$ cat src/rtl/edge_truncated_neighbor_blur_top_macros.svh
// ----------------------------------------------------------------------------
// Assertion macros for the neighbor blur block
// Concurrent assertion wrappers. Define ASSERT_OFF to compile them away.
// ----------------------------------------------------------------------------
`ifndef EDGE_TRUNCATED_NEIGHBOR_BLUR_TOP_MACROS_SVH
`define EDGE_TRUNCATED_NEIGHBOR_BLUR_TOP_MACROS_SVH

`ifndef ASSERT_OFF

// Checked on every rising edge outside reset
`define ETB_ASSERT(lbl, clk, rst_n, prop) \
    lbl: assert property (@(posedge clk) disable iff (!rst_n) prop) \
        else $error("assertion failed");

// Checked on every rising edge, reset included
`define ETB_ASSERT_ALWAYS(lbl, clk, prop) \
    lbl: assert property (@(posedge clk) prop) \
        else $error("assertion failed");

`else

`define ETB_ASSERT(lbl, clk, rst_n, prop)
`define ETB_ASSERT_ALWAYS(lbl, clk, prop)

`endif

`endif

$ cat src/rtl/etb_pkg.sv
// ----------------------------------------------------------------------------
// etb_pkg
// Shared types and constants of the neighbor blur block.
// ----------------------------------------------------------------------------
package etb_pkg;

    localparam int PIX_W      = 8;
    localparam int ROW_OUT_W  = 12;
    localparam int COL_OUT_W  = 10;
    localparam int SUM_W      = 12;
    localparam int WEIGHT_W   = 4;

    localparam int CFG_IDX_W  = 2;
    localparam int CFG_DATA_W = 13;
    localparam logic [CFG_IDX_W-1:0] CFG_FRAME_WIDTH  = 2'd0;
    localparam logic [CFG_IDX_W-1:0] CFG_FRAME_HEIGHT = 2'd1;

    localparam int NUM_BANKS   = 3;
    localparam int NUM_EMIT    = 4;
    localparam int QUEUE_DEPTH = 4;
    localparam int QCNT_W      = $clog2(QUEUE_DEPTH + 1);

    typedef struct packed {
        logic [PIX_W-1:0] red;
        logic [PIX_W-1:0] green;
        logic [PIX_W-1:0] blue;
    } t_pix;

    // [row][col]: row 0 is the oldest line, col 0 the oldest column
    typedef t_pix [2:0][2:0] t_win;

    // Results one input can trigger, in emission order
    typedef enum logic [1:0] {
        EM_PREV_ROW_PREV_COL = 2'd0,
        EM_PREV_ROW_LAST     = 2'd1,
        EM_LAST_ROW_PREV_COL = 2'd2,
        EM_LAST_ROW_LAST     = 2'd3
    } t_emit;

    typedef struct packed {
        logic [NUM_EMIT-1:0]  emit_mask;
        logic                 row_is_one;
        logic                 col_is_one;
        logic [ROW_OUT_W-1:0] row;
        logic [COL_OUT_W-1:0] col;
    } t_job_info;

    typedef struct packed {
        t_win      win;
        t_job_info info;
    } t_job;

endpackage

$ cat src/rtl/etb_queue.sv
// ----------------------------------------------------------------------------
// etb_queue
// Show-ahead job queue between the front and back ends.
// ----------------------------------------------------------------------------
`include "edge_truncated_neighbor_blur_top_macros.svh"

module etb_queue (
    input  logic                       i_clk,
    input  logic                       i_rst_n,
    input  logic                       i_push,
    input  etb_pkg::t_job              i_job,
    input  logic                       i_pop,
    output logic [etb_pkg::QCNT_W-1:0] o_count,
    output logic                       o_head_valid,
    output etb_pkg::t_job              o_head
);

    localparam int PW = $clog2(etb_pkg::QUEUE_DEPTH);
    localparam logic [etb_pkg::QCNT_W-1:0] FULL = etb_pkg::QCNT_W'(etb_pkg::QUEUE_DEPTH);

    etb_pkg::t_job               r_mem [etb_pkg::QUEUE_DEPTH];
    logic [PW-1:0]               r_wr;
    logic [PW-1:0]               r_rd;
    logic [etb_pkg::QCNT_W-1:0]  r_count;
    logic [etb_pkg::QCNT_W-1:0]  n_count;

    always_ff @(posedge i_clk) begin
        if (i_push) begin
            r_mem[r_wr] <= i_job;
        end
    end

    always_comb begin
        n_count = r_count;
        if (i_push && !i_pop) begin
            n_count = r_count + etb_pkg::QCNT_W'(1);
        end else if (!i_push && i_pop) begin
            n_count = r_count - etb_pkg::QCNT_W'(1);
        end
    end

    always_ff @(posedge i_clk) begin
        if (!i_rst_n) begin
            r_wr    <= '0;
            r_rd    <= '0;
            r_count <= '0;
        end else begin
            if (i_push) begin
                r_wr <= r_wr + PW'(1);
            end
            if (i_pop) begin
                r_rd <= r_rd + PW'(1);
            end
            r_count <= n_count;
        end
    end

    assign o_count      = r_count;
    assign o_head_valid = (r_count != '0);
    assign o_head       = r_mem[r_rd];

    `ETB_ASSERT(a_push_has_room, i_clk, i_rst_n, i_push |-> (r_count != FULL))
    `ETB_ASSERT(a_pop_not_empty, i_clk, i_rst_n, i_pop |-> (r_count != '0))
    `ETB_ASSERT(a_count_tracks, i_clk, i_rst_n, (i_push && !i_pop) |=> (r_count != '0))

endmodule

$ cat config.mk
export PLATFORM = sky130hd
export DESIGN_NAME = etb_queue
export DESIGN_NICKNAME = d
export VERILOG_FILES = /design/src/rtl/etb_pkg.sv /design/src/rtl/etb_queue.sv
export VERILOG_INCLUDE_DIRS = /design/src /design/src/rtl
export SDC_FILE = /design/constraint.sdc
export NUM_CORES = 1
export LEC_CHECK = 0
export BUFFER_PORTS_ARGS = -buffer_cell sky130_fd_sc_hd__buf_2
export CELL_PAD_IN_SITES_DETAIL_PLACEMENT = 1
export CELL_PAD_IN_SITES_GLOBAL_PLACEMENT = 1
export CORE_MARGIN = 2
export CORE_UTILIZATION = 50
export DETAILED_ROUTE_END_ITERATION = 8
export PLACE_DENSITY_LB_ADDON = 0.15
export SLEW_MARGIN = 10
export SYNTH_ARGS = -nofsm -noshare
export SYNTH_HDL_FRONTEND = slang
export SYNTH_SLANG_ARGS = --single-unit
$ cat constraint.sdc
create_clock -name i_clk -period 7.7 [get_ports i_clk]
set_input_delay 0.385 -clock i_clk [delete_from_list [all_inputs] [get_ports i_clk]]
set_output_delay 0.385 -clock i_clk [all_outputs]
set_load 0.005 [all_outputs]
Word level (Yosys, flattened, before mapping):

Memories as Yosys holds them, arrays and structs flattened. A register that Yosys moved wholly into a read port is not among the register bits.
Cells that the tools add are included.

* input port bits: 248
* register bits after elaboration: 7
* RAM bits: 976
* memories: 1
* logic and storage cells: 20

* add/sub/neg operators: 4
* muxes and demuxes: 6
* reduce and logical (&&, ||, !) cells: 6

Memories
* r_mem: depth 4, bits a word 244, read ports 1, clocked after memory_dff 1, write ports 1, RTL line etb_queue.sv:21 `etb_pkg::t_job r_mem [etb_pkg::QUEUE_DEPTH];`

Operators with widths (count)
* two-way mux 3 bit: 2
* adder 2 x 1 -> 2 bit, second input constant: 2
* two-way mux 2 bit: 2
* adder 3 x 1 -> 3 bit, second input constant: 1
* nonzero test 3 bit: 1
* subtractor 3 x 1 -> 3 bit, second input constant: 1
* logical AND 1 bit: 2
* zero test 1 bit: 2
* two-way mux 1 bit: 2
* nonzero test 2 bit: 1

Depth between registers and ports, before layout:

Gate-level depths: netlist of run 1.

* depth after elaboration: 4
* depth in mapped cells: 7

Worst setup path after synthesis of run 1:

OpenSTA, ideal clock, no wires.

* kind: flip-flop to flip-flop
* from: register r_wr[0]
* to: memory r_mem[0][0] (netlist bit) (enable)
* path slack: 0.991 ns
* cell stages (with the launch flop): 4
* library setup time: 0.635 ns
* arrival: 6.075 ns
* clock period less this slack: 6.709 ns
* cells stage by stage: dfxtp_1 -> inv_1 -> ha_1 -> and2_1

RTL lines
* start, declared: RTL line etb_queue.sv:22 `logic [PW-1:0] r_wr;`
* start signal, assigned: RTL line etb_queue.sv:49 `r_wr <= r_wr + PW'(1);`
* end, declared: RTL line etb_queue.sv:21

No word-level cell before the write port.

==> results_dict.tcl, run 1 <==
set metrics [dict create \
    status "finished, final reports clean" \
    dp_slack_ps 4735 \
    combPwrFrac 0.097 \
    yosysMostFrequentCell "edfxtp_1" \
    drive_gt1_frac 0.4052 \
    post_cts.repair.setup_buffers 0 \
    grt_overflow 0 \
    worstSetupEndpointType "output port" \
    wire_per_inst_microns 26.17 \
    critPathSlowestCell "dfxtp_4" \
    dr.first_iter.drc_count 1169 \
    drtPass1Iterations 5 \
    synth_top_cell_area_share 0.8228 \
    setup_violations 0 \
    critPathBufInv 2 \
    max_stage_delay_ps 850 \
    critPathArrivalTime_ps 3180 \
    max_slew_margin 0.2159 \
    fillers 5760 \
    grt_max_degree 166 \
    track_usage 0.2265 \
    core_sq_um 70270 \
    netlist_instances 1316 \
    asyncSetResetFlopFracSynth 0 \
    start_util 0.5069 \
    pwr-share-seq 0.524 \
    ys_top_cells_by_count "976 x edfxtp_1, 244 x mux4_2, 26 x buf_2" \
    p_per_area_nw_per_um2 267.5 \
    cp.required_ps 7320 \
    clkSinkCount 985 \
    grt_pass1_wl_microns 123000 \
    syn_area_per_cell_sq_um 27.07 \
    cp-start-kind "flop" \
    ys_seq_elements 985 \
    drc 0 \
    intPower_mw 9.298 \
    routed_via_density 5.432 \
    critPathKind "flop to output port" \
    area_delta_synth_final_pct 25.25 \
    crit_family "flip-flops" \
    finalHoldViolCount 0 \
    yosys_most_used_dff "edfxtp_1" \
    fin_tns_setup_ps 0 \
    clockRootBuffer "clkbuf_16" \
    post-route-min-period_ps 3564 \
    swShare 0.2209 \
    finalClockSkew_ps 16.02 \
    antenna_found_initial 12 \
    cts_made_buffers 99 \
    holdWs_ps 62.56 \
    vias 17074 \
    die_area_sq_um 73390 \
    clockBufferDepth 3 \
    htree_levels 3 \
    grt_pass1_vias 19008 \
    routed_wl_microns 82270 \
    io_pins 496 \
    clk_pin_slew_ps 60 \
    netlist_area_sq_um 35620 \
    p_leak_nw 15.06 \
    final_max_slew_viol_count 0 \
    setup_slack_ps 4136 \
    path_max_fanout 105 \
    clock_latency_ps 650 \
    synth.distinct_cells 18 \
    maxCapViolations 0 \
    syn_nets 1570 \
    ys_seq_area_frac 0.8278 \
    worstPathCellList "buf_12 -> mux4_2 -> buf_2" \
    dp_hpwl_microns 46910 \
    p_clk_frac 0.379 \
    rsz0062_at_grt "no" \
    die_w_microns 270.9 \
    tightest_slew_ps 1176 \
    yosysTopAreaCell "edfxtp_1" \
    die_h_microns 270.9 \
    vdd_drop_max_mv 0.2875 \
    p_switching_mw 2.636 \
    drtAntennaViolNets 0 \
    synth_edf_count 976 \
    synth_area_leaders "edfxtp_1 82%, mux4_2 15%, buf_6 0.60%, dfxtp_1 0.51%, buf_2 0.37%" \
    hp-class "input port to flop" \
    finalCritPeriodShare 0.4629 \
    yosysWarnings 0 \
    portBuffers 495 \
    place_congestion 0.7629 \
    cts_tree "done" \
    nNetsFinal 2372 \
    rows 97 \
    clock.fmax_ghz 0.2805 \
]
[final cells by class]
| type | count | area (sq um) | area share |
|---|---|---|---|
| clock buffers | 125 | 2596 | 0.05819 |
| well taps | 940 | 1176 | 0.02636 |
| repair buffers | 755 | 5115 | 0.1146 |
| diodes | 9 | 22.52 | 0.0005048 |
| inverters | 4 | 15.01 | 0.0003365 |
| multi-input cells | 273 | 5749 | 0.1289 |
| flip-flops and latches | 985 | 29500 | 0.6611 |
| clock inverters | 52 | 444.2 | 0.009956 |
[registers in the layout, summed over array words and instances (netlist names), named ones only]
name / flops
r_mem: 976
r_wr: 2
o_count: 3
r_rd: 2
[path summary, 6_finish.rpt]
kind                            slack [ps]  cells past startpoint       start       endpoint
worst max-delay path                  4140                      3        flop     o_head[93]
worst min-delay path                    60                      2     i_rst_n        r_rd[0]
worst max register to register        5000                      4     r_wr[1]  r_mem[1][192]
worst min register to register         580                      2  o_count[2]     o_count[2]
[placed cells by master (no fill, tap or decap), types with 6 or more instances in the layout]
cell type	netlist	final
buf_2	26	495
dfxtp_1	9	7
clkinv_1	0	24
clkinv_2	0	13
buf_4	0	10
clkbuf_1	9	25
dlygate4sd3_1	0	244
edfxtp_1	976	976
diode_2	0	9
buf_12	0	6
mux4_2	244	244
clkbuf_16	0	100
[through the flow]
step | utilization | instances | area (sq um) | power, mW
6_report | 0.6349 | 3143 | 44610 | 11.93
5_1_grt | 0.6347 | 3139 | 44600 | 12.33
3_5_place_dp | 0.5565 | 2713 | 39110 | 7.427
4_1_cts | 0.6346 | 3134 | 44590 | 12.06
3_3_place_gp | 0.5565 | 2713 | 39110 | 7.389
2_1_floorplan | - | 1316 | 35620 | 6.954
[timing repair]
item                      4_1_cts  5_1_grt
hold endpoints to repair      976        0
gates resized for setup         0        0
hold buffers                  244        0
[layer usage]
layer	wire length (microns)	vias to the layer above	track usage
li1	-	7362	-
met1	31340	9031	0.2810
met2	43380	537	0.3927
met3	5434	138	0.05955
met4	2067	6	0.06761
met5	41	-	0
[power groups by stage]
stage	Combinational, mW	Sequential (mW)	Clock (mW)
finish	1.16	6.25	4.52
floorplan	0.578	6.38	0
global placement	1.05	6.34	0
detailed placement	1.06	6.36	0
CTS	1.18	6.25	4.62
global route	1.24	6.27	4.81
[cells by family after synthesis]
family	share of synthesized area
DFF	0.8278
muxes	0.1548
buffers and inverters	0.01103
and+or+nand+nor	0.002388
adders and majority gates	0.002318
xor gates and xnor gates	0.001230
AOI/OAI and AO/OA	0.0003512
No activity file was read; power rests on OpenSTA's default activity.
==> run 2: changes to the inputs <==
--- a/config.mk
+++ b/config.mk
@@ -10,7 +10,7 @@
 export CELL_PAD_IN_SITES_DETAIL_PLACEMENT = 1
 export CELL_PAD_IN_SITES_GLOBAL_PLACEMENT = 1
 export CORE_MARGIN = 2
-export CORE_UTILIZATION = 50
+export CORE_UTILIZATION = 46
 export DETAILED_ROUTE_END_ITERATION = 8
 export PLACE_DENSITY_LB_ADDON = 0.15
 export SLEW_MARGIN = 10
==> constraint.sdc (replaced) <==
create_clock -name i_clk -period 3.05 [get_ports i_clk]
set_input_delay 0.1525 -clock i_clk [delete_from_list [all_inputs] [get_ports i_clk]]
set_output_delay 0.1525 -clock i_clk [all_outputs]
set_load 0.005 [all_outputs]
==> run 2 against run 1 <==
Net effect:
- combinational power rose to 2.6 times the previous value
- final cell count rose by 4.5%
- register-to-register slack got worse by 3900 ps
- critical path type unchanged
- die area rose by 8.6%
- non-clock buffer count rose by 40
==> results_dict.tcl, run 2 (same netlist as run 1, synthesis figures left out) <==
set metrics [dict create \
    clkSinkCount 985 \
    final_max_slew_viol_count 0 \
    post-route-min-period_ps 2622 \
    drtAntennaViolNets 0 \
    final_util 0.5906 \
    core_sq_um 77080 \
    dp_hpwl_microns 50210 \
    area_delta_synth_final_pct 27.81 \
    cp.required_ps 2900 \
    place_congestion 0.7485 \
    post_cts.repair.setup_buffers 0 \
    fillers 6627 \
    grt_overflow 0 \
    antenna_found_initial 14 \
    rsz0062_at_grt "no" \
    clock.fmax_ghz 0.3814 \
    grt_pass1_vias 19073 \
    routed_via_density 5.190 \
    p_per_area_nw_per_um2 681.1 \
    p_clk_frac 0.394 \
    drtPass1Iterations 5 \
    die_h_microns 282.3 \
    clockRootBuffer "clkbuf_16" \
    tightest_slew_ps 680.2 \
    rows 102 \
    cp-start-kind "flop" \
    io_pins 496 \
    largest_reg_flops 976 \
    grt_pass1_wl_microns 119700 \
    maxCapViolations 0 \
    ctsResizeCount 0 \
    clock_latency_ps 640 \
    start_util 0.4621 \
    fin_tns_setup_ps 0 \
    vias 17038 \
    portBuffers 495 \
    pwr-share-seq 0.508 \
    dp_slack_ps 1007 \
    vdd_drop_max_mv 0.7116 \
    finalHoldViolCount 0 \
    dr.first_iter.drc_count 941 \
    clockBufferDepth 3 \
    final_common_cell "edfxtp_1" \
    setup_violations 0 \
    worstSetupEndpointType "output port" \
    p_switching_mw 6.648 \
    nNetsFinal 2413 \
    track_usage 0.2032 \
    critPathArrivalTime_ps 2470 \
    status "finished, final reports clean" \
    combPwrFrac 0.098 \
    p_leak_nw 15.44 \
    routed_wl_microns 80650 \
    htree_levels 3 \
    drc 0 \
    die_area_sq_um 79680 \
    cts_made_buffers 100 \
    finalCritPeriodShare 0.8597 \
    finalClockSkew_ps 17.25 \
    grt_max_degree 81 \
    swShare 0.2144 \
    max_slew_margin 0.5465 \
    wire_per_inst_microns 24.56 \
    final_cell_mix "976 x edfxtp_1, 495 x buf_2, 248 x dlygate4sd3_1, 244 x mux4_2, 100 x clkbuf_16" \
    path_max_fanout 22 \
    drive_gt1_frac 0.4203 \
    intPower_mw 24.36 \
    hp-class "input port to flop" \
    cts_tree "done" \
    critPathKind "flop to output port" \
    regMostFlops "r_mem" \
    clk_pin_slew_ps 60 \
    die_w_microns 282.3 \
    setup_slack_ps 427.9 \
]
[run 2: cell types whose count changed in the layout (fill, tap and decap cells not counted), sizes merged]
| cell | previous run | this run |
|---|---|---|
| clkinvlp | 3 | 7 |
| inv | 9 | 5 |
| bufinv | 5 | 15 |
| dlygate4sd3 | 244 | 248 |
| buf | 511 | 547 |
| clkbuf | 125 | 115 |
[run 2: area by class of cell]
class | count | area (sq um) | share of cell area
multi-input cells | 273 | 5749 | 0.1263
well taps | 1040 | 1301 | 0.02858
clock inverters | 62 | 734.5 | 0.01613
flip-flops and latches | 985 | 29500 | 0.6479
clock buffers | 115 | 2559 | 0.05620
repair buffers | 795 | 5650 | 0.1241
inverters | 4 | 15.01 | 0.0003298
diodes | 9 | 22.52 | 0.0004947
[run 2: repair_timing]
action	4_1_cts	5_1_grt
setup endpoints to repair	0	0
hold buffers	248	0
endpoints found under the hold margin	985	0
[run 2: per-stage QoR]
step                      instance area (sq um)  power (mW)  std cells  hold slack (ps)
after CTS                                 45500       31.39       3274            211.4
after detailed placement                  39730       18.86       2849            369.3
after global placement                    39730       18.78       2849            361.3
after floorplan                           35630       17.43       1316            251.4
final                                     45530       31.01       3283            263.5
after global routing                      45520       32.08       3282            239.9
[run 2: critical path, cell delays in order, from the launching register on]
cell and delay (ps):
dfxtp_4 680, buf_4 410, mux4_2 560, buf_2 160
[run 2: metal layers]
| layer | part of all wire | global-route usage | wire (microns) |
|---|---|---|---|
| met4 | 0.026 | 0.06512 | 2137 |
| met1 | 0.39 | 0.2576 | 31740 |
| met5 | 0.00083 | 0 | 67 |
| met2 | 0.51 | 0.3424 | 41190 |
| met3 | 0.068 | 0.05534 | 5514 |
[run 2: final timing paths]
| kind | from | endpoint | slack, ps | cells after the start |
|---|---|---|---|---|
| worst max register to register | r_wr[0] | r_mem[0][80] | 1130 | 4 |
| worst max-delay path | flop | o_head[153] | 430 | 3 |
| worst min register to register | o_count[2] | o_count[2] | 560 | 2 |
| worst min-delay path | i_job[208] | r_mem[3][208] | 260 | 2 |
[run 2: power by group through the flow]
stage	clock network [mW]	logic (mW)	registers (mW)
5_1_grt	13.0	3.29	15.8
4_1_cts	12.5	3.12	15.7
6_report	12.2	3.05	15.7
2_1_floorplan	0	1.46	16.0
3_5_place_dp	0	2.83	16.0
3_3_place_gp	0	2.79	16.0
