[config.mk]
export PLATFORM = sky130hd
export DESIGN_NAME = etb_back_flat
export DESIGN_NICKNAME = d
export VERILOG_FILES = /design/src/rtl/etb_pkg.sv /design/src/rtl/etb_if.sv /design/src/rtl/etb_back.sv /design/src/flat_wrapper.sv
export VERILOG_INCLUDE_DIRS = /design/src /design/src/rtl
export SDC_FILE = /design/constraint.sdc
export NUM_CORES = 1
export LEC_CHECK = 0
export ABC_AREA = 1
export BUFFER_PORTS_ARGS = -buffer_cell sky130_fd_sc_hd__buf_2
export CAP_MARGIN = 20
export CORE_ASPECT_RATIO = 2
export CORE_MARGIN = 4
export CORE_UTILIZATION = 40
export CTS_CLUSTER_SIZE = 16
export DETAILED_ROUTE_END_ITERATION = 16
export MAX_ROUTING_LAYER = met4
export PLACE_DENSITY = 0.66
export SLEW_MARGIN = 10
export SYNTH_ARGS = -nofsm -noshare
export SYNTH_HDL_FRONTEND = slang
export SYNTH_SLANG_ARGS = --single-unit
[constraint.sdc]
create_clock -name i_clk -period 4.6 [get_ports i_clk]
set_input_delay 0.23 -clock i_clk [delete_from_list [all_inputs] [get_ports i_clk]]
set_output_delay 0.23 -clock i_clk [all_outputs]
set_load 0.005 [all_outputs]
[src/rtl/edge_truncated_neighbor_blur_top_macros.svh]
// ----------------------------------------------------------------------------
// Assertion macros for the neighbor blur block
// Concurrent assertion wrappers. Define ASSERT_OFF to compile them away.
// ----------------------------------------------------------------------------
`ifndef EDGE_TRUNCATED_NEIGHBOR_BLUR_TOP_MACROS_SVH
`define EDGE_TRUNCATED_NEIGHBOR_BLUR_TOP_MACROS_SVH

`ifndef ASSERT_OFF

// Checked on every rising edge outside reset
`define ETB_ASSERT(lbl, clk, rst_n, prop) \
    lbl: assert property (@(posedge clk) disable iff (!rst_n) prop) \
        else $error("assertion failed");

// Checked on every rising edge, reset included
`define ETB_ASSERT_ALWAYS(lbl, clk, prop) \
    lbl: assert property (@(posedge clk) prop) \
        else $error("assertion failed");

`else

`define ETB_ASSERT(lbl, clk, rst_n, prop)
`define ETB_ASSERT_ALWAYS(lbl, clk, prop)

`endif

`endif

[src/rtl/etb_pkg.sv]
// ----------------------------------------------------------------------------
// etb_pkg
// Shared types and constants of the neighbor blur block.
// ----------------------------------------------------------------------------
package etb_pkg;

    localparam int PIX_W      = 8;
    localparam int ROW_OUT_W  = 12;
    localparam int COL_OUT_W  = 10;
    localparam int SUM_W      = 12;
    localparam int WEIGHT_W   = 4;

    localparam int CFG_IDX_W  = 2;
    localparam int CFG_DATA_W = 13;
    localparam logic [CFG_IDX_W-1:0] CFG_FRAME_WIDTH  = 2'd0;
    localparam logic [CFG_IDX_W-1:0] CFG_FRAME_HEIGHT = 2'd1;

    localparam int NUM_BANKS   = 3;
    localparam int NUM_EMIT    = 4;
    localparam int QUEUE_DEPTH = 4;
    localparam int QCNT_W      = $clog2(QUEUE_DEPTH + 1);

    typedef struct packed {
        logic [PIX_W-1:0] red;
        logic [PIX_W-1:0] green;
        logic [PIX_W-1:0] blue;
    } t_pix;

    // [row][col]: row 0 is the oldest line, col 0 the oldest column
    typedef t_pix [2:0][2:0] t_win;

    // Results one input can trigger, in emission order
    typedef enum logic [1:0] {
        EM_PREV_ROW_PREV_COL = 2'd0,
        EM_PREV_ROW_LAST     = 2'd1,
        EM_LAST_ROW_PREV_COL = 2'd2,
        EM_LAST_ROW_LAST     = 2'd3
    } t_emit;

    typedef struct packed {
        logic [NUM_EMIT-1:0]  emit_mask;
        logic                 row_is_one;
        logic                 col_is_one;
        logic [ROW_OUT_W-1:0] row;
        logic [COL_OUT_W-1:0] col;
    } t_job_info;

    typedef struct packed {
        t_win      win;
        t_job_info info;
    } t_job;

endpackage

[src/rtl/etb_if.sv]


interface etb_res_if;
    logic                         valid;
    logic                         ready;
    logic [etb_pkg::ROW_OUT_W-1:0] out_row;
    logic [etb_pkg::COL_OUT_W-1:0] out_col;
    logic [etb_pkg::SUM_W-1:0]     red_sum;
    logic [etb_pkg::SUM_W-1:0]     green_sum;
    logic [etb_pkg::SUM_W-1:0]     blue_sum;
    logic [etb_pkg::WEIGHT_W-1:0]  total_weight;
    logic                          last_of_run;

    modport source (output valid, output out_row, output out_col, output red_sum,
                    output green_sum, output blue_sum, output total_weight,
                    output last_of_run, input ready);
    modport sink   (input valid, input out_row, input out_col, input red_sum,
                    input green_sum, input blue_sum, input total_weight,
                    input last_of_run, output ready);
endinterface


[src/rtl/etb_back.sv]
// ----------------------------------------------------------------------------
// etb_back
// Walks the results of the queue head, one per cycle unless stalled,
// computes the truncated neighbor sums and holds them in the output register.
// ----------------------------------------------------------------------------
`include "edge_truncated_neighbor_blur_top_macros.svh"

module etb_back (
    input  logic          i_clk,
    input  logic          i_rst_n,
    input  logic          i_head_valid,
    input  etb_pkg::t_job i_head,
    output logic          o_pop,
    etb_res_if.source     o_res
);

    localparam logic [etb_pkg::SUM_W-1:0]    SIDE_WEIGHT   = 12'd2;
    localparam logic [etb_pkg::WEIGHT_W-1:0] SIDE_WT       = 4'd2;
    localparam logic [etb_pkg::WEIGHT_W-1:0] WEIGHT_INNER  = 4'd12;
    localparam logic [etb_pkg::WEIGHT_W-1:0] WEIGHT_EDGE   = 4'd8;
    localparam logic [etb_pkg::WEIGHT_W-1:0] WEIGHT_CORNER = 4'd5;

    typedef struct packed {
        logic [etb_pkg::SUM_W-1:0]    red;
        logic [etb_pkg::SUM_W-1:0]    green;
        logic [etb_pkg::SUM_W-1:0]    blue;
        logic [etb_pkg::WEIGHT_W-1:0] weight;
    } t_sum;

    typedef struct packed {
        logic [etb_pkg::ROW_OUT_W-1:0] row;
        logic [etb_pkg::COL_OUT_W-1:0] col;
        t_sum                          sum;
        logic                          last;
    } t_result;

    function automatic t_sum neighbor_sum(etb_pkg::t_win v, logic top_ok, logic bot_ok,
                                          logic left_ok, logic right_ok);
        logic [2:0][7:0]  up;
        logic [2:0][7:0]  dn;
        logic [2:0][7:0]  lf;
        logic [2:0][7:0]  rt;
        logic [2:0][7:0]  ul;
        logic [2:0][7:0]  ur;
        logic [2:0][7:0]  dl;
        logic [2:0][7:0]  dr;
        logic [2:0][11:0] acc;
        t_sum             s;
        up = v[0][1];
        dn = v[2][1];
        lf = v[1][0];
        rt = v[1][2];
        ul = v[0][0];
        ur = v[0][2];
        dl = v[2][0];
        dr = v[2][2];
        for (int ch = 0; ch < 3; ch++) begin
            acc[ch] = SIDE_WEIGHT * (12'(up[ch] & {8{top_ok}}) + 12'(dn[ch] & {8{bot_ok}})
                                   + 12'(lf[ch] & {8{left_ok}}) + 12'(rt[ch] & {8{right_ok}}))
                    + 12'(ul[ch] & {8{top_ok & left_ok}}) + 12'(ur[ch] & {8{top_ok & right_ok}})
                    + 12'(dl[ch] & {8{bot_ok & left_ok}}) + 12'(dr[ch] & {8{bot_ok & right_ok}});
        end
        s.red    = acc[2];
        s.green  = acc[1];
        s.blue   = acc[0];
        s.weight = SIDE_WT * (4'(top_ok) + 4'(bot_ok) + 4'(left_ok) + 4'(right_ok))
                 + 4'(top_ok & left_ok) + 4'(top_ok & right_ok)
                 + 4'(bot_ok & left_ok) + 4'(bot_ok & right_ok);
        return s;
    endfunction

    logic [etb_pkg::NUM_EMIT-1:0] r_done;
    logic [etb_pkg::NUM_EMIT-1:0] remaining;
    logic [etb_pkg::NUM_EMIT-1:0] sel_bit;
    etb_pkg::t_emit               sel;
    logic                         is_last;
    logic                         advance;

    etb_pkg::t_win                    view;
    logic                             top_ok;
    logic                             bot_ok;
    logic                             left_ok;
    logic                             right_ok;
    logic [etb_pkg::ROW_OUT_W-1:0]    res_row;
    logic [etb_pkg::COL_OUT_W-1:0]    res_col;

    logic    r_out_valid;
    t_result r_out;

    assign remaining = i_head.info.emit_mask & ~r_done;

    always_comb begin
        if (remaining[etb_pkg::EM_PREV_ROW_PREV_COL]) begin
            sel = etb_pkg::EM_PREV_ROW_PREV_COL;
        end else if (remaining[etb_pkg::EM_PREV_ROW_LAST]) begin
            sel = etb_pkg::EM_PREV_ROW_LAST;
        end else if (remaining[etb_pkg::EM_LAST_ROW_PREV_COL]) begin
            sel = etb_pkg::EM_LAST_ROW_PREV_COL;
        end else begin
            sel = etb_pkg::EM_LAST_ROW_LAST;
        end
    end

    assign sel_bit = etb_pkg::NUM_EMIT'(1) << sel;
    assign is_last = ((remaining & ~sel_bit) == '0);
    assign advance = i_head_valid && (!r_out_valid || o_res.ready);
    assign o_pop   = advance && is_last;

    // re-center the window on the selected pixel and mask missing neighbors
    always_comb begin
        view     = i_head.win;
        top_ok   = 1'b1;
        bot_ok   = 1'b1;
        left_ok  = 1'b1;
        right_ok = 1'b1;
        res_row  = i_head.info.row;
        res_col  = i_head.info.col;
        case (sel)
            etb_pkg::EM_PREV_ROW_PREV_COL: begin
                top_ok  = !i_head.info.row_is_one;
                left_ok = !i_head.info.col_is_one;
                res_row = i_head.info.row - etb_pkg::ROW_OUT_W'(1);
                res_col = i_head.info.col - etb_pkg::COL_OUT_W'(1);
            end
            etb_pkg::EM_PREV_ROW_LAST: begin
                for (int rr = 0; rr < 3; rr++) begin
                    view[rr][0] = i_head.win[rr][1];
                    view[rr][1] = i_head.win[rr][2];
                end
                top_ok   = !i_head.info.row_is_one;
                right_ok = 1'b0;
                res_row  = i_head.info.row - etb_pkg::ROW_OUT_W'(1);
            end
            etb_pkg::EM_LAST_ROW_PREV_COL: begin
                view[0] = i_head.win[1];
                view[1] = i_head.win[2];
                bot_ok  = 1'b0;
                left_ok = !i_head.info.col_is_one;
                res_col = i_head.info.col - etb_pkg::COL_OUT_W'(1);
            end
            etb_pkg::EM_LAST_ROW_LAST: begin
                view[0][0] = i_head.win[1][1];
                view[0][1] = i_head.win[1][2];
                view[1][0] = i_head.win[2][1];
                view[1][1] = i_head.win[2][2];
                bot_ok     = 1'b0;
                right_ok   = 1'b0;
            end
            default: begin
            end
        endcase
    end

    always_ff @(posedge i_clk) begin
        if (!i_rst_n) begin
            r_done      <= '0;
            r_out_valid <= 1'b0;
        end else begin
            if (advance) begin
                r_out_valid <= 1'b1;
                r_done      <= is_last ? '0 : (r_done | sel_bit);
            end else if (o_res.ready) begin
                r_out_valid <= 1'b0;
            end
        end
    end

    always_ff @(posedge i_clk) begin
        if (advance) begin
            r_out.row  <= res_row;
            r_out.col  <= res_col;
            r_out.sum  <= neighbor_sum(view, top_ok, bot_ok, left_ok, right_ok);
            r_out.last <= is_last;
        end
    end

    assign o_res.valid        = r_out_valid;
    assign o_res.out_row      = r_out.row;
    assign o_res.out_col      = r_out.col;
    assign o_res.red_sum      = r_out.sum.red;
    assign o_res.green_sum    = r_out.sum.green;
    assign o_res.blue_sum     = r_out.sum.blue;
    assign o_res.total_weight = r_out.sum.weight;
    assign o_res.last_of_run  = r_out.last;

    `ETB_ASSERT(a_weight_legal, i_clk, i_rst_n, r_out_valid |-> (r_out.sum.weight == WEIGHT_INNER || r_out.sum.weight == WEIGHT_EDGE || r_out.sum.weight == WEIGHT_CORNER))
    `ETB_ASSERT(a_col0_truncated, i_clk, i_rst_n, (r_out_valid && r_out.col == '0) |-> (r_out.sum.weight != WEIGHT_INNER))
    `ETB_ASSERT(a_head_has_work, i_clk, i_rst_n, i_head_valid |-> (remaining != '0))

endmodule

[src/flat_wrapper.sv]
// flat-port wrapper written by rule: the top's interface ports become plain ports
module etb_back_flat 
  (i_clk, i_rst_n, i_head_valid, i_head, o_pop, o_res_valid, o_res_out_row, o_res_out_col, o_res_red_sum, o_res_green_sum, o_res_blue_sum, o_res_total_weight, o_res_last_of_run, o_res_ready);
  etb_res_if o_res_i ();
  input  logic i_clk;
  input  logic i_rst_n;
  input  logic i_head_valid;
  input  etb_pkg::t_job i_head;
  output logic o_pop;
  output wire logic [$bits(o_res_i.valid)-1:0] o_res_valid;
  output wire logic [$bits(o_res_i.out_row)-1:0] o_res_out_row;
  output wire logic [$bits(o_res_i.out_col)-1:0] o_res_out_col;
  output wire logic [$bits(o_res_i.red_sum)-1:0] o_res_red_sum;
  output wire logic [$bits(o_res_i.green_sum)-1:0] o_res_green_sum;
  output wire logic [$bits(o_res_i.blue_sum)-1:0] o_res_blue_sum;
  output wire logic [$bits(o_res_i.total_weight)-1:0] o_res_total_weight;
  output wire logic [$bits(o_res_i.last_of_run)-1:0] o_res_last_of_run;
  input wire logic [$bits(o_res_i.ready)-1:0] o_res_ready;
  assign o_res_valid = o_res_i.valid;
  assign o_res_out_row = o_res_i.out_row;
  assign o_res_out_col = o_res_i.out_col;
  assign o_res_red_sum = o_res_i.red_sum;
  assign o_res_green_sum = o_res_i.green_sum;
  assign o_res_blue_sum = o_res_i.blue_sum;
  assign o_res_total_weight = o_res_i.total_weight;
  assign o_res_last_of_run = o_res_i.last_of_run;
  assign o_res_i.ready = o_res_ready;
  etb_back u_core (.i_clk(i_clk), .i_rst_n(i_rst_n), .i_head_valid(i_head_valid), .i_head(i_head), .o_pop(o_pop), .o_res(o_res_i));
endmodule
# After elaboration in Yosys (flattened, before gate mapping)
# Cells that the tools add are included.
# op_classes
n_bitwise,37
reduce_logical,13
n_addsub,30
n_shift,1
n_mux,17
eq_ne,3
# ops
cell,count
$and A8 B8 Y8,24
$add A12 B12 Y12,12
$pmux W48 S3,1
$add A11 B11 Y11,9
$pmux W24 S3,1
$mux W24,2
$mux W48,1
$add A4 B4 Y4,4
$mux W12,1
$sub A12 B1 Y12 const B,1
$mux W10,1
$sub A10 B1 Y10 const B,1
$and A1 B1 Y1,8
$and A4 B4 Y4,2
$not A4 Y4,2
$reduce_or A2 Y1,4
$mux W1,7
$add A3 B1 Y3,2
$eq A2 B2 Y1 const B,2
$logic_not A4 Y1,1
$mux W2,2
$mux W4,1
$or A4 B4 Y4,1
$shl A1 B2 Y4 const A,1
7 further kinds,10
# totals
register_bits,68
wordCells,110
out_inout_bits,65

# Longest topological paths before layout
# Gate-level depths: netlist of the first run.
# depth
word_depth,16
ltp_mapped,31
depth_no_buf,29

# Worst setup path before layout of the first run
# Ideal clock, no wire load.
# synth_path
path_kind,register to register
startpoint,register u_core.r_done[0] in the netlist's numbering
endpoint,"register u_core.r_out, in the netlist u_core.o_res.green_sum[9] (data pin)"
path_slack_ns,-0.383
period_less_slack_ns,4.983
arrival_ns,4.724
path_buffers,2
setup_time_ns,0.259
stages_incl_launch_ff,27
required_ns,4.341
path_cell_list,dfxtp_1 -> inv_2 -> nand2_4 -> nand2_4 -> buf_2 -> inv_1 -> buf_2 -> a211oi_1 -> fa_1 -> inv_1 -> fa_1 -> inv_1 -> ha_1 -> inv_1 -> fa_1 -> o21ai_0 -> nand2_1 -> nand3_1 -> nand2_1 -> ha_1 -> ha_1 -> ha_1 -> inv_1 -> o21ai_0 -> nor2_1 -> nand2_1 -> xor2_1
# synth_between
elab_chain_cells,14
# synth_rtl
element,line,source
from (decl),etb_back.sv:72,logic [etb_pkg::NUM_EMIT-1:0] r_done;
from (signal assigned),etb_back.sv:161,r_done <= is_last ? '0 : (r_done | sel_bit);
$not A4 Y4 (*),etb_back.sv:90,assign remaining = i_head.info.emit_mask & ~r_done;
$and A4 B4 Y4 (*),etb_back.sv:90,
$mux W2 (*),etb_back.sv:93,if (remaining[etb_pkg::EM_PREV_ROW_PREV_COL]) begin
"$eq A2 B1 Y1, or another cell as far along",etb_back.sv:118,case (sel)
$reduce_or A2 Y1 (no source line),--,
"$mux W1, on equally long branches",--,
$and A8 B8 Y8,etb_back.sv:58,acc[ch] = SIDE_WEIGHT * (12'(up[ch] & {8{top_ok}}) + 12'(dn[ch] & {8{bot_ok}})
$add A11 B11 Y11,etb_back.sv:58,
$add A11 B11 Y11 (2 in series),etb_back.sv:59,+ 12'(lf[ch] & {8{left_ok}}) + 12'(rt[ch] & {8{right_ok}}))
$add A12 B12 Y12 (2 in series),etb_back.sv:60,+ 12'(ul[ch] & {8{top_ok & left_ok}}) + 12'(ur[ch] & {8{top_ok & right_ok}})
$add A12 B12 Y12,etb_back.sv:61,+ 12'(dl[ch] & {8{bot_ok & left_ok}}) + 12'(dr[ch] & {8{bot_ok & right_ok}});
$add A12 B12 Y12 (*),etb_back.sv:61,
to (decl),etb_back.sv:88,t_result r_out;
# Mark *: on every way between the ends. The rest lies on a longest branch, timed or not.
# A chain may end at the register's enable or synchronous reset.

# Worst setup path after layout of the first run
# layout_path
startpoint,register u_core.r_done[1] in the netlist's numbering
endpoint,"register u_core.r_out, in the netlist u_core.o_res.blue_sum[9] (data pin)"
# layout_between
elab_chain_cells,15
# layout_rtl
element,line,source
$not A4 Y4 (*),etb_back.sv:90,
$and A4 B4 Y4 (*),etb_back.sv:90,
$mux W2 (*),etb_back.sv:95,end else if (remaining[etb_pkg::EM_PREV_ROW_LAST]) begin
$mux W2 (*),etb_back.sv:93,
"$eq A2 B1 Y1, or another cell as far along",etb_back.sv:118,
$reduce_or A2 Y1 (no source line),--,
"$mux W1, on equally long branches",--,
$and A8 B8 Y8,etb_back.sv:58,
$add A11 B11 Y11,etb_back.sv:58,
$add A11 B11 Y11 (2 in series),etb_back.sv:59,
$add A12 B12 Y12 (2 in series),etb_back.sv:60,
$add A12 B12 Y12,etb_back.sv:61,
$add A12 B12 Y12 (*),etb_back.sv:61,
# Marks and branches as above.

==> results of run 1 <==
==> power by group <==
| group | leakage, uW | total, uW | internal [uW] | switching, uW |
|---|---|---|---|---|
| Combinational | 0.00815 | 10300 | 4880 | 5470 |
| Clock | 0.000143 | 754 | 428 | 326 |
| Sequential | 0.000657 | 1230 | 1180 | 48.1 |
| Total | 0.00895 | 12300 | 6480 | 5840 |
==> metal layers <==
metal	GRT usage (%)	up-vias	part of all wire (%)	wire, um
met3	3.68	309	5.5	2930
met4	27.2	0	10	5450
met1	30.5	6457	32	16600
li1	-	6422	-	-
met2	56.6	712	53	27800
met5	-	-	0	0
==> sequential cells by signal, summed over array words and instances (netlist names) <==
register and count:
u_core.o_res.blue_sum 12, u_core.o_res.green_sum 12, u_core.o_res.last_of_run 1, u_core.o_res.out_col 10, u_core.o_res.out_row 12, u_core.o_res.red_sum 12
u_core.o_res.total_weight 4, u_core.o_res.valid 1, u_core.r_done 4
==> logic make-up after synthesis <==
logic type,count (synthesis),share of synthesized area [%]
flip-flops,68,16.5
AND/OR/NAND/NOR,743,24.8
adder cells (fa/ha/maj),192,27.4
XOR/XNOR,39,2.83
buffers and inverters,414,13.6
AO/OA/AOI/OAI,303,14.8
==> layout make-up <==
cell class	instances	area [um2]	area share (%)
diodes	5	12.5	0.0721
clock buffers	9	225	1.30
clock inverters	7	80.1	0.462
inverters	338	1290	7.43
multi-input cells	1277	9640	55.6
flip-flops and latches	68	2000	11.5
well taps	364	455	2.63
repair buffers	522	3650	21.0
==> per-stage QoR <==
step / cell area [um2] / hold slack (ps)
3_3_place_gp: 15400 / 465
5_1_grt: 17300 / 152
4_1_cts: 16900 / 138
6_report: 17300 / 150
2_1_floorplan: 12200 / 384
3_5_place_dp: 15400 / 480
==> worst max path at each step <==
stage	cells past startpoint	slack (ps)	startpoint	to
floorplan	28	-7	u_core.r_done[1]	u_core.o_res.green_sum[9]
global placement	26	-230	u_core.r_done[1]	u_core.o_res.green_sum[9]
detailed placement	27	-310	i_head[25]	u_core.o_res.green_sum[9]
CTS	23	-110	u_core.r_done[0]	u_core.o_res.green_sum[9]
global route	23	-380	u_core.r_done[1]	u_core.o_res.blue_sum[9]
finish	23	-220	u_core.r_done[1]	u_core.o_res.blue_sum[9]
==> critical path: stages, from the launching register on <==
cell,delay [ps]
dfxtp_2,340
buf_6,120
nor2_4,150
nor2_4,70
buf_12,140
buf_12,140
nand2_4,50
nand3_2,60
nor2_2,130
nor2_2,60
fa_1,530
fa_1,420
ha_2,220
fa_2,440
nand3_2,110
nand2_2,90
xor2_2,240
fa_1,500
ha_4,300
nand2_4,70
a21oi_2,50
nor2_1,100
nand2_2,80
xor2_1,140
==> cell usage in the layout, fill, tap and decap left out, types with 25 or more instances in the layout <==
master,count
a21oi_1,66
buf_12,26
buf_2,312
buf_4,161
edfxtp_1,63
fa_1,114
ha_1,30
ha_4,37
inv_1,307
inv_2,25
nand2_1,365
nand2_2,32
nand3_1,68
nor2_1,209
o211ai_1,35
o21ai_0,116
==> repair_timing <==
| action | in CTS | in global routing |
|---|---|---|
| resized for setup | 166 | 105 |
| setup buffers | 28 | 8 |
| setup endpoints to repair | 22 | 23 |
| cloned | 3 | 0 |
| pin swaps | 94 | 58 |
==> results.yml, run 1 <==
timing:
  finClkSkew_ps: 15.1
  rsz0062_at_grt: "yes"
  min_period_ps: 4820
  slew_viol_final: 0
  slew_headroom_pct: 39.5
  worst_pin_slew_ps: 907
  fmax_ghz: 0.208
  setup_tns_ps: -1870
  fin_ws_ps: -217
  fin_crit_sh_pct: 105
  hold_viol: 0
  setup_viol: 16
power:
  p_leak_uw: 0.00895
  ir_drop_uv: 937
  power.density_mw_per_mm2: 711
  total_power_uw: 12300
die:
  start_util_pct: 40.7
  io_pins: 313
  coreArea_mm2: 0.0296
  die_w_um: 131
  dieArea_mm2: 0.0331
  num_rows: 89
  fp.dieH_um: 253
run_status:
  status: "complete, but fails checks"
  violations: "negative setup slack"
hold_path:
  whs_endpoint: "u_core.o_res.valid"
  whs_path_depth: 2
  min_from: "i_rst_n"
  hp-class: "input pin to register"
job:
  max-cap-violations: 0
drt:
  firstDrtPassIters: 6
  via_per_inst: 5.37
  route.detailed.drc: 0
  wire_per_inst_um: 20.4
  vias: 13900
  ant_nets: 0
  wl_mm: 52.7
  drt_iter0_drc: 831
yosys:
  synth-edff-count: 63
  avgSynthCellArea_um2: 6.85
  syn_inst: 1759
  yosys.area.top_type: "fa_1"
  ys_warn_count: 0
  synth_flop_cell: "edfxtp_1"
  synth-seq-cells: 68
  syn_nets: 2199
  synthTopCellsByCount: "405 x nand2_1, 330 x inv_1, 225 x nor2_1"
  syn_area_mm2: 0.0121
  synthArstFlopShare_pct: 0
  ys_seq_area_share_pct: 16.5
  synth.most_common_cell: "nand2_1"
  yosysTopAreaCellShare_pct: 19.9
  synth_area_leaders: "fa_1 20%, edfxtp_1 16%, nand2_1 13%"
  synth_cell_types: 36
global_route:
  overflow: 0
  grt_first_pass_wirelength_mm: 77.8
  antenna_found_initial: 6
  grt_start_max_net_pins: 43
  grt_pass1_vias: 14692
  grtUsageTotal_pct: 32.2
setup_path:
  cp_data_arrival_time_ps: 4940
  crit_fanout: 5
  r2r_start: "u_core.r_done[1]"
  cp-start-kind: "register"
  rr_endpoint: "u_core.o_res.blue_sum[9]"
  rrSetupSlack_ps: -220
  worstPathRequired_ps: 4720
  worstSetupPathType: "register to register"
  reg2reg_depth: 23
  cp-end-kind: "register"
placed_design:
  globalplace.congestion: 0.981
  pre_cts_slack_ps: -308
  io_buffers: 312
  placed_cells: 2531
  hpwl_mm: 40.8
clock_network:
  cts_tree: "built"
  clockRootBuffer: "clkbuf_16"
  insertion_delay_ps: 370
  clk_pin_slew_ps: 70
  numClockSinks: 68
  cts.htree.levels: 3
  hold_buffers: 0
  numCtsBuffers: 9
  cts_max_path_buffers: 2
layout:
  drive_gt1_share_pct: 34.8
  postLayoutCoreUtil_pct: 58.6
  area_growth_pct: 43.9
  final_nets: 2656
  final_cells: 2590
  fillers: 2788
No activity file was read; power rests on OpenSTA's default activity.
==> run 2, diff against run 1 <==
--- a/config.mk
+++ b/config.mk
@@ -10,12 +10,13 @@
 export BUFFER_PORTS_ARGS = -buffer_cell sky130_fd_sc_hd__buf_2
 export CAP_MARGIN = 20
 export CORE_ASPECT_RATIO = 2
-export CORE_MARGIN = 4
+export CORE_MARGIN = 3
 export CORE_UTILIZATION = 40
 export CTS_CLUSTER_SIZE = 16
 export DETAILED_ROUTE_END_ITERATION = 16
 export MAX_ROUTING_LAYER = met4
 export PLACE_DENSITY = 0.66
+export RECOVER_POWER = 25
 export SLEW_MARGIN = 10
 export SYNTH_ARGS = -nofsm -noshare
 export SYNTH_HDL_FRONTEND = slang
==> run 2 against run 1 <==
Against the previous run:
- the run still ends with negative setup slack left
- register-to-register slack gained 120 ps
- power grew 2.2%
- cell count grew 0.73%
- routed wire length shrank 2.4%
- global-route usage shrank 0.17 points
- utilization is essentially flat
- sequential power is essentially flat
- first-iteration DRC count grew 5.3%
- critical path type unchanged
==> results.yml, run 2 (synthesized netlist as in run 1, its figures left out) <==
run_status:
  status: "complete, but fails checks"
  violations: "negative setup slack"
placed_design:
  placed_cell_area_mm2: 0.0154
  hpwl_mm: 40.0
  globalplace.congestion: 0.999
  io_buffers: 312
clock_network:
  hold_buffers: 0
  insertion_delay_ps: 380
  clockRootBuffer: "clkbuf_16"
  numCtsBuffers: 9
  clk_pin_slew_ps: 70
  numClockSinks: 68
  cts.htree.levels: 3
  cts_max_path_buffers: 2
  cts_tree: "built"
setup_path:
  worstPathRequired_ps: 4740
  cp-start-kind: "register"
  rr_endpoint: "u_core.o_res.green_sum[8]"
  slowest_delay_ps: 580
  worstSetupPathType: "register to register"
  crit_fanout: 8
  cp_data_arrival_time_ps: 4840
  cp-end-kind: "register"
  r2r_start: "u_core.r_done[2]"
  cp_slowest_cell: "fa_1"
  critPathTopFamily: "adder cells"
  rrSetupSlack_ps: -100
  path_buf_inv: 6
  crit_chain: "inv_1 > nand2_2 > buf_4 > nor2_4 > buf_6 > buf_16 > o21ai_1 > fa_1 > inv_2 > fa_1 > ha_4 > a21oi_4 > nand2_2 > buf_6 > xor2_2 > fa_1 > ha_4 > nand2_2 > o21ai_4 > nand3_2 > nand3_2 > nand2_1"
  reg2reg_depth: 22
layout:
  drive_gt1_share_pct: 33.9
  final_nets: 2675
  finalInstanceArea_mm2: 0.0173
  final_common_cell: "nand2_1"
  layout_common_cells: "362 x nand2_1, 301 x inv_1, 285 x buf_2"
  fillers: 2780
  postLayoutCoreUtil_pct: 58.5
  area_growth_pct: 43.9
die:
  coreArea_mm2: 0.0296
  start_util_pct: 40.7
  io_pins: 313
  dieArea_mm2: 0.0324
  die_w_um: 129
  num_rows: 89
  fp.dieH_um: 251
drt:
  wire_per_inst_um: 19.7
  route.detailed.drc: 0
  ant_nets: 0
  via_per_inst: 5.32
  wl_mm: 51.5
  drt_iter0_drc: 875
  firstDrtPassIters: 5
  vias: 13867
global_route:
  overflow: 0
  antenna_found_initial: 5
  grtUsageTotal_pct: 32.1
  grt_pass1_vias: 14164
  grt_start_max_net_pins: 40
  grt_first_pass_wirelength_mm: 76.3
power:
  power.density_mw_per_mm2: 727
  p_leak_uw: 0.00891
  ir_drop_uv: 793
hold_path:
  min_from: "i_rst_n"
  whs_path_depth: 2
  hp-class: "input pin to register"
  whs_endpoint: "u_core.o_res.valid"
timing:
  finClkSkew_ps: 11.0
  min_period_ps: 4700
  rsz0062_at_grt: "yes"
  whs_ps: 130
  fin_crit_sh_pct: 102
  slew_viol_final: 0
  fmax_ghz: 0.213
  worst_pin_slew_ps: 998
  slew_headroom_pct: 33.4
  fin_ws_ps: -96.5
  setup_viol: 15
  hold_viol: 0
job:
  max-cap-violations: 0
## run 2: cell types whose count changed in the layout (fill, tap and decap cells not counted), sizes merged
cell / delta
clkbuf: +27
buf: -9
bufbuf: +1
clkinv: +1
inv: -1
## run 2: layout make-up
class | instances | area, um2 | share of cell area (%)
clock buffer | 9 | 225 | 1.30
antenna | 5 | 12.5 | 0.0722
clock inverter | 7 | 82.6 | 0.476
multi-input combinational | 1277 | 9530 | 55.0
tap | 364 | 455 | 2.63
inverter | 338 | 1300 | 7.48
timing repair buffer | 541 | 3740 | 21.6
sequential | 68 | 2000 | 11.5
## run 2: where the power goes
part	internal (uW)	total [uW]	switching, uW
combinational	5090	10600	5510
clock	430	774	344
sequential	1180	1230	46.5
## run 2: worst max path at each step
stage	depth (start not counted)	slack, ps	start	to
5_1_grt	29	-250	u_core.r_done[2]	u_core.o_res.blue_sum[10]
4_1_cts	27	-80	u_core.r_done[1]	u_core.o_res.red_sum[9]
6_report	22	-100	u_core.r_done[2]	u_core.o_res.green_sum[8]
2_1_floorplan	28	-7	u_core.r_done[1]	u_core.o_res.green_sum[9]
3_5_place_dp	26	-310	u_core.r_done[0]	u_core.o_res.blue_sum[10]
3_3_place_gp	21	-200	i_head[24]	u_core.o_res.blue_sum[9]
## run 2: timing repair
| action | CTS | global route |
|---|---|---|
| pin swaps | 86 | 80 |
| cloned | 5 | 0 |
| buffers inserted | 30 | 15 |
| gates resized for setup | 143 | 129 |
| setup endpoints to repair | 20 | 23 |
## run 2: worst register-to-register path: cells and delay by family, from the launching register on
family / cells / cell delay, ps
xor+xnor: 1 / 160
compound gates: 3 / 390
flops: 1 / 340
buf+inv: 6 / 670
fa+ha+maj: 5 / 2190
simple gates: 7 / 700
## run 2: metrics by stage
stage               TNS, ps  power [uW]  cells  setup WS [ps]
global route          -3530       13700   2609           -254
floorplan             -6.82        6000   1759          -6.82
detailed placement    -3860        8830   2542           -307
finish                 -800       12600   2609          -96.5
CTS                    -442       11100   2591          -81.6
global placement      -2410        8700   2542           -202
## run 2: layer usage
layer | global-route usage [%] | up-vias | part of all wire [%]
met5 | - | - | 0
met4 | 24.4 | 0 | 9.5
met3 | 3.86 | 246 | 5.9
met2 | 57.2 | 673 | 53
met1 | 30.6 | 6480 | 31
li1 | - | 6468 | -
